**config.mk**
```make
export PLATFORM = sky130hd
export DESIGN_NAME = slcc_front
export DESIGN_NICKNAME = d
export VERILOG_FILES = /design/src/rtl/slcc_pkg.sv /design/src/rtl/slcc_front.sv
export SDC_FILE = /design/constraint.sdc
export NUM_CORES = 1
export LEC_CHECK = 0
export BUFFER_PORTS_ARGS = -buffer_cell sky130_fd_sc_hd__buf_2
export CAP_MARGIN = 30
export CORE_AREA = 2 2 248 250
export CTS_CLUSTER_SIZE = 12
export DETAILED_ROUTE_END_ITERATION = 7
export DIE_AREA = 0 0 250 252
export PLACE_DENSITY_LB_ADDON = 0.25
export SYNTH_ARGS = -nofsm -noshare
export SYNTH_HDL_FRONTEND = slang
export SYNTH_SLANG_ARGS = --single-unit
```
**constraint.sdc**
```tcl
create_clock -name clk -period 5.8 [get_ports clk]
set_input_delay 0.29 -clock clk [delete_from_list [all_inputs] [get_ports clk]]
set_output_delay 0.29 -clock clk [all_outputs]
set_load 0.1 [all_outputs]
```
**src/rtl/slcc_pkg.sv**
```systemverilog
// Package for the static loop chunk calculator.
// Holds the register codes, sequencer states, the setup parameter bundle and the job record.
// No dependencies.
package slcc_pkg;

    localparam int MAX_THREADS = 256;
    localparam int P_W = $clog2(MAX_THREADS) + 1;

    typedef enum logic [2:0] {
        CFG_LOOP_START   = 3'd0,
        CFG_LOOP_BOUND   = 3'd1,
        CFG_LOOP_STEP    = 3'd2,
        CFG_CHUNK_LENGTH = 3'd3,
        CFG_THREAD_COUNT = 3'd4
    } slcc_cfg_t;

    typedef enum logic [3:0] {
        SEQ_IDLE,
        SEQ_KICK,
        SEQ_TRIP,
        SEQ_CS,
        SEQ_FULL,
        SEQ_FULLP,
        SEQ_DLEN,
        SEQ_TFROM,
        SEQ_TTO
    } slcc_seq_t;

    typedef enum logic [1:0] {
        LEN_LO,
        LEN_HI,
        LEN_TAIL
    } slcc_len_t;

    typedef struct packed {
        logic            busy;
        logic            err;
        logic            bal;
        logic [P_W-1:0]  p;
        logic            trip_nz;
        logic [31:0]     cs;
        logic [P_W-1:0]  rem;
        logic [30:0]     c;
        logic [31:0]     fullp;
        logic [P_W-1:0]  turn;
        logic            tail_nz;
        logic [31:0]     inc;
        logic [63:0]     lb;
        logic [63:0]     dlo;
        logic [63:0]     dhi;
        logic [63:0]     tail_from;
        logic [63:0]     tail_to;
    } slcc_params_t;

    typedef struct packed {
        logic [39:0]     m;
        logic [31:0]     g;
        logic [P_W-1:0]  add;
        slcc_len_t       len;
        logic            valid;
        logic            err;
        logic [32:0]     total;
    } slcc_job_t;

endpackage

```
**src/rtl/slcc_front.sv**
```systemverilog
// Request front end: classifies each request into a job and holds it in a two-entry queue.
// Depends on slcc_pkg.
module slcc_front (
    input  logic                    clk,
    input  logic                    rst_n,
    input  slcc_pkg::slcc_params_t  prm,
    input  logic                    req_valid,
    output logic                    req_ready,
    input  logic [7:0]              thread_rank,
    input  logic [31:0]             chunk_index,
    input  logic                    pop,
    output logic                    head_valid,
    output slcc_pkg::slcc_job_t     head
);

    slcc_pkg::slcc_job_t slot_reg [2];
    logic                wr_reg, wr_next;
    logic                rd_reg, rd_next;
    logic [1:0]          count_reg, count_next;

    slcc_pkg::slcc_job_t job;
    logic [slcc_pkg::P_W-1:0] rank9;
    logic        live, has_tail, last, below_rem;
    logic [32:0] tot_chunk, total;
    logic [40:0] idxp;
    logic [39:0] m_chunk;
    logic        push, take;

    always_comb
    begin
        rank9     = slcc_pkg::P_W'(thread_rank);
        live      = prm.trip_nz && (rank9 < prm.p) && !prm.err;
        has_tail  = (rank9 == prm.turn) && prm.tail_nz;
        tot_chunk = {1'b0, prm.fullp} + {32'd0, rank9 < prm.turn} + {32'd0, has_tail};
        if (!live)
            total = '0;
        else if (prm.bal)
            total = 33'd1;
        else
            total = tot_chunk;
        last      = ({1'b0, chunk_index} == (total - 33'd1));
        idxp      = chunk_index * prm.p;
        m_chunk   = idxp[39:0] + {32'd0, thread_rank};
        below_rem = (rank9 < prm.rem);

        job.valid = ({1'b0, chunk_index} < total);
        job.err   = prm.err;
        job.total = total;
        if (prm.bal)
        begin
            job.m   = {32'd0, thread_rank};
            job.g   = prm.cs;
            job.add = below_rem ? rank9 : prm.rem;
            job.len = below_rem ? slcc_pkg::LEN_HI : slcc_pkg::LEN_LO;
        end
        else
        begin
            job.m   = m_chunk;
            job.g   = {1'b0, prm.c};
            job.add = '0;
            job.len = (has_tail && last) ? slcc_pkg::LEN_TAIL : slcc_pkg::LEN_LO;
        end
    end

    assign req_ready  = !prm.busy && (count_reg != 2'd2);
    assign push       = req_valid && req_ready;
    assign head_valid = (count_reg != 2'd0);
    assign take       = pop && head_valid;
    assign head       = slot_reg[rd_reg];

    always_comb
    begin
        wr_next    = push ? !wr_reg : wr_reg;
        rd_next    = take ? !rd_reg : rd_reg;
        count_next = count_reg + {1'b0, push} - {1'b0, take};
    end

    always_ff @(posedge clk or negedge rst_n)
    begin
        if (!rst_n)
        begin
            wr_reg    <= 1'b0;
            rd_reg    <= 1'b0;
            count_reg <= '0;
        end
        else
        begin
            wr_reg    <= wr_next;
            rd_reg    <= rd_next;
            count_reg <= count_next;
        end
    end

    always_ff @(posedge clk)
    begin
        if (push)
            slot_reg[wr_reg] <= job;
    end

endmodule

```
==> results.txt, run 1 <==
- Yosys mapped a number of flops with a built-in enable equal to about 240.
- In the synthesized netlist the dominant register cell turns out to be edfxtp_1.
* Required time of the critical path: 6110 ps
* CTS max path bufs: 3
* Period minus WS final: roughly 5500 ps
- Worst-path clk slew: 60 ps
- Buffer cell driving the clock tree root: clkbuf_16
- Worst Setup Path Type: in2reg
* Start point of the critical path: prm[469]
- Placed cell count: about 3,400
* Outcome: finished, final reports clean
* Number of detailed-route iterations in the first pass: 5
- Count of final hold-check violations: 0
- In the final layout, the share of cells above drive strength 1 is 28.89%.
* TritonCTS Sinks: 240
* Worst Reg2Reg Path Length in Cells: 4
- Mapped Avg Cell Area: 10.48 sq um
- Summed over all nets, the half-perimeter wirelength after detailed placement is ~57 mm.
- Avg WL per Cell: 20.42 microns
* Reg-to-reg slack, setup: roughly 3500 ps
- Power density normalized to cell area: about 520 nW/um^2
- The worst-case IR drop observed on VDD is between 500 and 600 uV.
* Min-Delay Path Class: in2async
- Final clock skew: approximately 20 ps
- Setup repair after global routing missed its margin: false
* Number of synthesized register bits: 240
- For this run, the top clock speed supported by timing is around 180 MHz.
* Arrival time at the worst endpoint: about 6000 ps
- Antenna-violating nets left: 0
- Asr flop ratio synth: 1.667%
- In the post-synthesis netlist, the cell with the most instances is inv_1.
- In this run the number of H-tree levels came out at 1.
- Compared with the post-synthesis result, the final layout area differs by 21.56%.
- Fill cells in the final layout number between 5,000 and 6,000.
* Global route total overflow: 0
- Flip-flop count of the largest register after layout: ~240
- Setup violations remaining at the end of the flow were counted as 0.
- Along the worst path, the maximum fanout reaches 11.
- Number of max-cap violations: 0
* Largest net degree at the start of global routing: around 120
- Clock tree from TritonCTS: done
- Biggest area contributors in the synthesized netlist: edfxtp_1, fa_1, ha_1
- Area enclosed by the die boundary: approximately 63,000 sq um
* Met1 usage: 27.86%
* Fraction of the yosys area taken by sequential cells: between 30% and 40%
* Wire length of the first global-routing pass: ~110 mm
- Initial antenna violation count: 23
* Smallest hold slack: about 33 ps
- Average vias per placed instance: between 5 and 6
* Input/output buffers: 290
- For this run, global-route usage on met3 was measured as under 10%.
* Cell count after synthesis: ~2,200
- Warnings, synthesis: 0
- The congestion estimate from routability-driven global placement came to about 0.94.
* Boundary pin count: 643
- Die X: about 250 microns
* Number of library cell types mapped by synthesis: between 70 and 80
* Busiest metal layer after global routing: met2
* Clock latency on the worst-skew pair: between 500 and 600 ps
- In the routed design, unresolved DRC markers number 0.
- For this run, global-route usage on met2 was measured as 39.31%.
- The startpoint identified for the worst register-to-register timing path is count_reg[0].
* CP Capture Type: flip-flop
* Max-slew violations: 0
* Fraction of synthesized cell area taken by the top area cell type: 31.46%
- The total area inside the core boundary comes to 60,130 sq um.
* R2r endpoint: slot_reg[1][90]
- Initial Util: approximately 37%
- Synthesized area: 22,530 sq um
- Via count of the first global-routing pass: between 15,000 and 20,000
* Static Leakage: ~12 nW
* Layout Cells excl Fill: ~3,400
* Violation count after the first detailed-routing iteration: a little over 900
* Routed via count: 17,510
- Clock tree synthesis inserted a total of 27 buffers.
* Chip height: between 200 and 300 microns
- After layout, the worst path uses between 90% and 100% of the clock period.
- Total Routed Length: roughly 70 mm
- The initialized floorplan defines 90 standard-cell rows.
- Headroom to the max-slew limit came out at about two fifths.
- For the pin with the worst max-slew slack, the measured transition is about 890 ps.
* Most numerous cell types in the synthesized netlist: inv_1, nand2_1, edfxtp_1, fa_1, ha_1
* Cell type with the highest aggregate area in the netlist: edfxtp_1
- Global routing consumed, over all layers together, roughly 22% of the routing resources.
- CP startpoint kind: input port
* Final layout net count: 3,503
-- repair_timing --
| item | 4_1_cts | 5_1_grt |
|---|---|---|
| buffers inserted | 0 | 0 |
| hold buffers | 5 | 0 |
| gates resized for setup | 0 | 13 |
| endpoints found under the hold margin | 11 | 0 |
| setup endpoints to repair | 0 | 16 |
-- how the worst max path moves through the flow --
| stage | to | slack [ps] | cells past startpoint |
|---|---|---|---|
| after CTS | slot_reg[0][117] | 170 | 21 |
| after detailed placement | slot_reg[1][117] | -430 | 21 |
| after floorplan | slot_reg[0][110] | 10 | 21 |
| after global routing | slot_reg[0][117] | 4 | 24 |
| final | slot_reg[1][110] | 270 | 23 |
| after global placement | slot_reg[0][117] | -390 | 21 |
-- placed cells by master (no fill, tap or decap), types with 45 or more instances in the layout --
cell type,n
and2_1,93
ha_1,155
buf_4,239
inv_1,269
xor2_1,45
xnor2_1,55
buf_2,289
a21oi_1,64
mux2_2,153
nor2_1,92
fa_1,215
nand2_1,258
edfxtp_1,236
-- cell families (layout without fill, tap and decap cells) --
logic type,after synthesis,in the layout,synth area share (%)
xor+xnor,102,102,4.088
fa+ha+maj,370,370,27.72
simple gates,650,650,14.43
compound gates,248,248,7.404
other cells,1,13,0.01665
flops,240,240,31.90
mux,164,164,8.137
buf+inv,375,848,6.304
-- final cells by class --
type	instances	area, sq um	share of cell area [%]
timing repair buffer	536	3351	12.24
multi-input combinational	1536	14030	51.22
inverter	269	1010	3.687
clock buffer	29	683.2	2.495
antenna	11	27.53	0.1005
sequential	240	7191	26.26
clock inverter	14	116.4	0.4250
tap	782	978.4	3.573
-- through the flow --
step / setup TNS (ps) / worst slack [ps] / util [%] / total power [mW] / cell area [sq um]
6_report: 0 / 270.7 / 45.54 / 14.19 / 27380
5_1_grt: 0 / 3.563 / 45.53 / 15.30 / 27380
4_1_cts: 0 / 169.9 / 45.38 / 14.29 / 27290
3_5_place_dp: -9562 / -432.9 / 43.97 / 12.59 / 26440
3_3_place_gp: -7624 / -393.3 / 43.97 / 12.48 / 26440
2_1_floorplan: 0 / 9.915 / - / 9.775 / 22560
-- routing by layer --
layer | share of wire [%] | vias up
met2 | 51 | 515
li1 | - | 8225
met1 | 41 | 8663
met5 | 0.060 | -
met3 | 5.2 | 99
met4 | 3.4 | 8
-- power breakdown --
| part | internal [mW] | switching [mW] |
|---|---|---|
| registers | 2.49 | 0.149 |
| logic | 3.58 | 6.36 |
| clock network | 0.890 | 0.715 |
| total | 6.96 | 7.23 |
-- critical path: stages --
cell	delay, ps
buf_2	100
buf_12	130
nand2_1	80
fa_1	500
fa_1	560
fa_1	450
fa_1	550
inv_1	50
fa_1	460
ha_1	310
buf_4	150
a21o_1	150
a21o_1	170
a21oi_1	200
a21oi_1	180
nor4b_2	280
buf_4	170
o31ai_4	100
a211o_1	330
a21oi_2	200
o21ai_0	150
xnor2_1	180
nor2_1	80
Power figures use the tool's default switching activity.
==> run 2: changes to the inputs <==
- HOLD_SLACK_MARGIN: unset -> 0.15
- PLACE_DENSITY: unset -> 0.74
- PLACE_DENSITY_LB_ADDON: 0.25 -> unset
==> run 2 against run 1 <==
  * Die area unchanged
  * Non-clock buffer count increased by 73
  * Clock power up 12%
  * Largest cell class unchanged
==> results.txt, run 2 (synthesis gave the netlist of run 1 again) <==
- The flow ran to the end, and the final reports show no timing, DRC or antenna violations.
- Overall global routing resource usage: between 20% and 30%
* Global route total overflow: 0
- Buffers inserted during post-CTS setup optimization: 0
- For the worst-skew pair, the clock arrives at the later sink with an insertion delay of between 500 and 600 ps.
- Setup slack on the critical path of the routed design comes to 295.4 ps.
* Core footprint: 60,130 sq um
- Share of cells above drive strength 1: between 20 and 30%
- By instance count, the cell type seen most on the critical path is fa_1.
* Clock tree from TritonCTS: done
- In the routed design, unresolved DRC markers number 0.
- TritonCTS Sinks: 240
* Final weighted congestion in routability-driven placement: 0.9804
- The worst setup path is launched from an input port.
* Timing-limited maximum frequency: 181.7 MHz
- In this run the most critical hold path is launched from prm[452].
- After the first detailed-routing iteration, the DRC count stood at between 1,000 and 1,500.
- The worst-case IR drop observed on VDD is between 300 and 400 uV.
* CP Capture Type: flip-flop
- Subtracting the final worst setup slack from the clock period gives approximately 5500 ps.
* Layout overhead on the synthesized area: 25.13%
* Final layout net count: between 3,000 and 4,000
- In this run the count of I/O pins placed on the die edge is between 600 and 700.
- The tightest min-delay check is of the in2reg type.
- The first global-routing pass estimated 103.7 mm of wire.
- Input/output buffers: 290
- In this design, the stage delay of the slowest critical-path cell is approximately 560 ps.
- The initialized floorplan defines 90 standard-cell rows.
* Area enclosed by the die boundary: approximately 63,000 sq um
* Number of levels in the clock H-tree: 1
- Transition at the pin with the smallest max-transition slack: approximately 950 ps
* Routed via count: approximately 18,000
- In this run the register-to-register setup slack is roughly 3200 ps.
- Count of final hold-check violations: 0
- Final clock skew: 17.64 ps
- Final Cycle Share: 94.91%
- Static Leakage: roughly 13 nW
- The critical path starts at prm[469].
- The die is about 250 microns wide.
- CP endpoint: slot_reg[1][110]
- In this run the worst path has a maximum fanout of 6.
- The number of antenna violations at the first check in global routing was 12.
* Avg WL per Cell: roughly 19 microns
- Prior to clock tree synthesis, the placed netlist has a worst setup slack of -372.6 ps.
* DPL Wire Length: between 50 and 60 mm
- Placed Instance Area: approximately 27,000 sq um
- The number of clock buffers added by TritonCTS is 28.
* Max-slew violations: 0
- Final Cell Area: ~28,000 sq um
* Most frequent cells in the layout: buf_2, inv_1, nand2_1
* Total Routed Length: a little under 70 mm
- Counting along the longest clock path gives a buffer depth of 3.
- Initial Util: a little under two fifths
- Leaving out fill and tap cells, the most frequent cell in the layout is buf_2.
* Normalized max-slew margin: 36.24%
- Flip-flop count of the largest register after layout: between 200 and 250
- In the routed layout, each cell is associated on average with a via count of roughly 5.2.
* Number of max-cap violations: 0
- Master of the slowest instance on the critical path: fa_1
* Arrival time at the worst endpoint: ~5800 ps
- Via count of the first global-routing pass: about 18,000
- Entering global routing, the biggest net connects 79 pins.
* Worst Setup Path Type: in2reg
- Worst Reg2Reg Path Length in Cells: 5
- Critical register-to-register path startpoint: count_reg[0]
- From bottom edge to top edge, the die measures 252 microns.
- For this design the ratio of total power to cell area is ~500 nW/um^2.
- The first detailed-routing pass ran for 5 iterations.
- Worst-path clk slew: approximately 60 ps
- Setup repair after global routing missed its margin: false
- The detail route stage leaves a number of antenna-violating nets equal to 0.
* Core utilization of the finished layout: approximately 47%
- At the worst endpoint, the required time is 6120 ps.
* Setup violators final: 0
* Buffer cell driving the clock tree root: clkbuf_16
- Fillcell total: 5,518
- The endpoint identified for the worst register-to-register timing path is slot_reg[0][96].
- Critical-path cell list: buf_2 -> nand2_1 -> fa_1 -> fa_1 -> fa_1 -> fa_1 -> inv_1 -> fa_1 -> ha_1 -> buf_4 -> a21o_1 -> a21o_1 -> a21oi_1 -> a21oi_1 -> nor4b_2 -> o31ai_2 -> a211o_1 -> a21oi_2 -> o21ai_0 -> xnor2_1 -> nor2_1
==> run 2: cell type report <==
class / count / area, sq um / area share (%)
multi-input cells: 1536 / 14010 / 49.71
well taps: 782 / 978.4 / 3.471
clock inverters: 17 / 214.0 / 0.7591
repair buffers: 609 / 4044 / 14.35
clock buffers: 32 / 715.7 / 2.539
flip-flops and latches: 240 / 7191 / 25.51
inverters: 269 / 1010 / 3.582
diodes: 9 / 22.52 / 0.07990
==> run 2: per-layer routing <==
metal,wire length (microns),GRT usage [%],vias up
met5,43,0,-
met4,4690,13.28,6
met3,3694,2.889,155
met2,33230,36.45,640
met1,26450,25.21,8848
li1,-,-,8364
==> run 2: timing repair <==
| item | CTS | global route |
|---|---|---|
| hold endpoints to repair | 84 | 0 |
| resized for setup | 0 | 16 |
| hold buffers | 65 | 0 |
| endpoints found under the setup margin | 0 | 10 |
==> run 2: worst max-delay path: cells and delay by family <==
kind	cells	cell delay, ps
adders and majority gates	6	2830
xor gates and xnor gates	1	160
buffers and inverters	3	420
and+or+nand+nor	3	520
AOI/OAI and AO/OA	8	1580
==> run 2: power by group <==
group	leakage [nW]	internal, mW	switching (mW)	total (mW)
clock	0.448	1.06	0.740	1.80
sequential	2.27	2.49	0.130	2.62
combinational	10.1	3.60	6.40	10.0
==> run 2: worst min path at each step <==
| stage | slack, ps | endpoint | cells past startpoint |
|---|---|---|---|
| 6_report | 160 | slot_reg[1][64] | 2 |
| 5_1_grt | 150 | slot_reg[1][70] | 2 |
| 4_1_cts | 150 | slot_reg[1][64] | 2 |
| 3_5_place_dp | 100 | wr_reg | 1 |
| 3_3_place_gp | 100 | wr_reg | 1 |
| 2_1_floorplan | -6 | count_reg[0] | 0 |
==> run 2: per-stage QoR <==
step | setup TNS, ps | hold WS [ps] | total power [mW] | cells
after floorplan | 0 | -5.591 | 9.775 | 2151
after global placement | -4760 | 101.5 | 12.49 | 3371
after detailed placement | -5771 | 99.97 | 12.60 | 3371
after CTS | 0 | 154.1 | 14.54 | 3485
after global routing | 0 | 150.7 | 15.51 | 3493
final | 0 | 162.0 | 14.43 | 3494
==> run 3: changes to the inputs <==
- REMOVE_ABC_BUFFERS: unset -> 1
==> run 3 against run 2 <==
  * Total power fell by 2.9%
  * Hold slack better by 28 ps
  * Global-route usage fell by 1.7 points
  * Via count decreased by 1.1%
  * Critical path type unchanged
  * Critical endpoint is now slot_reg[1][117]
==> results.txt, run 3 (synthesis gave the netlist of run 1 again) <==
- Final Cycle Share: 95.06%
* Largest net degree at the start of global routing: approximately 120
- Total Routed Length: about 62 mm
- Highest cell delay on the worst timing path: roughly 540 ps
- For hold timing, the worst endpoint is slot_reg[0][42].
* Placed cell count: roughly 3,400
- Global route total overflow: 0
- Share of cells above drive strength 1: about 28%
- The startpoint identified for the worst register-to-register timing path is count_reg[0].
- In the final routed layout, each cell accounts on average for roughly 18 microns.
* Wire length of the first global-routing pass: 96.92 mm
- In this run the count of I/O pins placed on the die edge is roughly 640.
* Clock latency on the worst-skew pair: approximately 560 ps
- Clock-pin slew was measured on the worst setup and hold paths at about 70 ps.
* Initial Util: between 30 and 40%
- Core footprint: 60,130 sq um
- After the first detailed-routing iteration, the DRC count stood at approximately 1,200.
- The number of antenna violations at the first check in global routing is 25.
- Layout Cells excl Fill: ~3,500
* Antenna-violating nets left: 0
- From synthesis to final layout, the design area changed by 25.04%.
- Overall global routing resource usage: between 10% and 20%
- Detailed placement finished with a half-perimeter wire length of around 50 mm.
- Crit path buf inv count: 5
* Number of levels in the clock H-tree: 1
- R2r endpoint: slot_reg[1][114]
* Min-Delay Path Class: in2reg
- Of all nets on the critical path, the largest fanout is 11.
- The die covers ~63,000 sq um.
- Counting instances, the worst hold path has a depth of 3.
* Input/output buffers: a little under 300
- Setup TNS after final layout: 0 ps
- Max-slew violations: 0
* Transition at the pin with the smallest max-transition slack: around 1000 ps
- Power density normalized to cell area: roughly 500 nW/um^2
- CP Capture Type: flip-flop
- The setup path with the least slack is of type in2reg.
* Number of buffers inserted during clock tree synthesis: 27
- STA classifies the critical path startpoint as an input port.
* Final layout net count: roughly 3,600
- Setup violations remaining at the end of the flow were counted as 0.
- Required time of the critical path: 6090 ps
* Most common cell after layout, fill and taps aside: buf_2
* Static Leakage: ~13 nW
* Routed via count: around 18,000
- The longest clock path from root to sink contains 3 buffers.
* Final weighted congestion in routability-driven placement: 0.8928
- The via count of the first global-routing pass was around 18,000.
- Counting cells, the worst reg-to-reg path comes to 4.
* Hold Crit Start: prm[430]
- Counting the fill cells in the layout gives roughly 5,500.
* Timing-limited maximum frequency: between 150 and 200 MHz
- Between clock sinks in the finished design, the worst skew comes to about 9 ps.
- The first detailed-routing pass took 5 iterations.
* Chip height: ~250 microns
* Master of the slowest instance on the critical path: fa_1
- Average vias per placed instance: between 5 and 6
- Most frequent cells in the layout: buf_2, inv_1, nand2_1
* TritonCTS Sinks: 240
- Arrival time at the worst endpoint: between 5000 and 6000 ps
- Across all register-to-register paths, the minimum setup slack is 3490 ps.
- The tree is rooted in a clkbuf_16.
* Count of final hold-check violations: 0
- Normalized max-slew margin: between 30% and 40%
- Most used cell along the critical path: fa_1
- Period minus WS final: roughly 5500 ps
- The kind of cell with the highest combined delay along the critical path is adder cells.
- Residual DRC count: 0
* Critical-path cell list: buf_2 -> buf_4 -> and2_1 -> fa_1 -> inv_1 -> fa_1 -> inv_1 -> fa_1 -> fa_1 -> ha_1 -> ha_1 -> inv_1 -> nor2_1 -> a32oi_2 -> nor3_2 -> o2111a_1 -> nor2_1 -> o31a_1 -> a211o_1 -> o21ai_1 -> xnor2_1 -> nor2_1
* Die X: approximately 250 microns
- Flip-flop count of the largest register after layout: 236
* Rows: 90
- Outcome: finished, final reports clean
- The worst-case IR drop observed on VDD is 356.5 uV.
* Number of max-cap violations: 0
- TritonCTS built the clock tree.
-- run 3: changes by cell type in the layout (fill, tap and decap cells not counted), sizes merged, moves of 2 or more --
cell         before  now
clkinv           10    8
bufinv            4    0
dlygate4sd3      65   74
diode             9    4
clkbuf           32   38
buf             544  529
-- run 3: worst min-delay path, delay by kind of cell --
kind                   cells  cell delay (ps)
and+or+nand+nor            1              160
buffers and inverters      1              100
muxes                      1               70
-- run 3: how the worst max path moves through the flow --
stage	from	end	slack, ps	cells past startpoint
global placement	prm[354]	slot_reg[0][34]	-390	34
floorplan	count_reg[0]	slot_reg[0][0]	-2060	4
finish	prm[470]	slot_reg[1][117]	290	22
CTS	prm[354]	slot_reg[1][34]	130	34
detailed placement	prm[354]	slot_reg[1][34]	-440	34
global route	prm[354]	slot_reg[0][36]	-30	29
-- run 3: area by class of cell --
class	instances	area (sq um)	share of cell area, %
multi-input combinational	1536	14030	49.80
clock inverter	11	80.08	0.2843
antenna	4	10.01	0.03553
inverter	269	1010	3.585
timing repair buffer	604	4128	14.65
clock buffer	37	743.2	2.638
sequential	240	7191	25.53
tap	782	978.4	3.474
-- run 3: per-layer routing --
layer  wire, microns  GRT usage, %  vias to the layer above
li1                -             -                     8363
met1           24560         23.84                     8652
met2           30510         34.08                      634
met3            5339         5.220                      146
met4            1856         5.218                       26
met5             153             0                        -
-- run 3: repair_timing --
action	4_1_cts	5_1_grt
resized for setup	0	21
buffers inserted	0	2
hold endpoints to repair	82	0
hold buffers	74	0
setup endpoints to repair	0	14
-- run 3: where the power goes --
group          total, mW  switching [mW]  internal (mW)  leakage, nW
clock               1.60           0.704          0.900        0.402
sequential          2.64           0.145           2.49         2.27
combinational       9.77            6.21           3.56         10.1
-- run 3: per-stage QoR --
stage	setup slack [ps]	instance area (sq um)	utilization (%)	hold slack, ps	total power, mW
5_1_grt	-25.12	28160	46.83	177.1	15.11
6_report	286.6	28170	46.84	190.2	14.01
3_3_place_gp	-387.1	26480	44.04	98.91	12.22
4_1_cts	132.7	28040	46.64	154.6	14.10
2_1_floorplan	-2058	22120	-	-5.591	9.717
3_5_place_dp	-440.1	26480	44.04	100.5	12.37
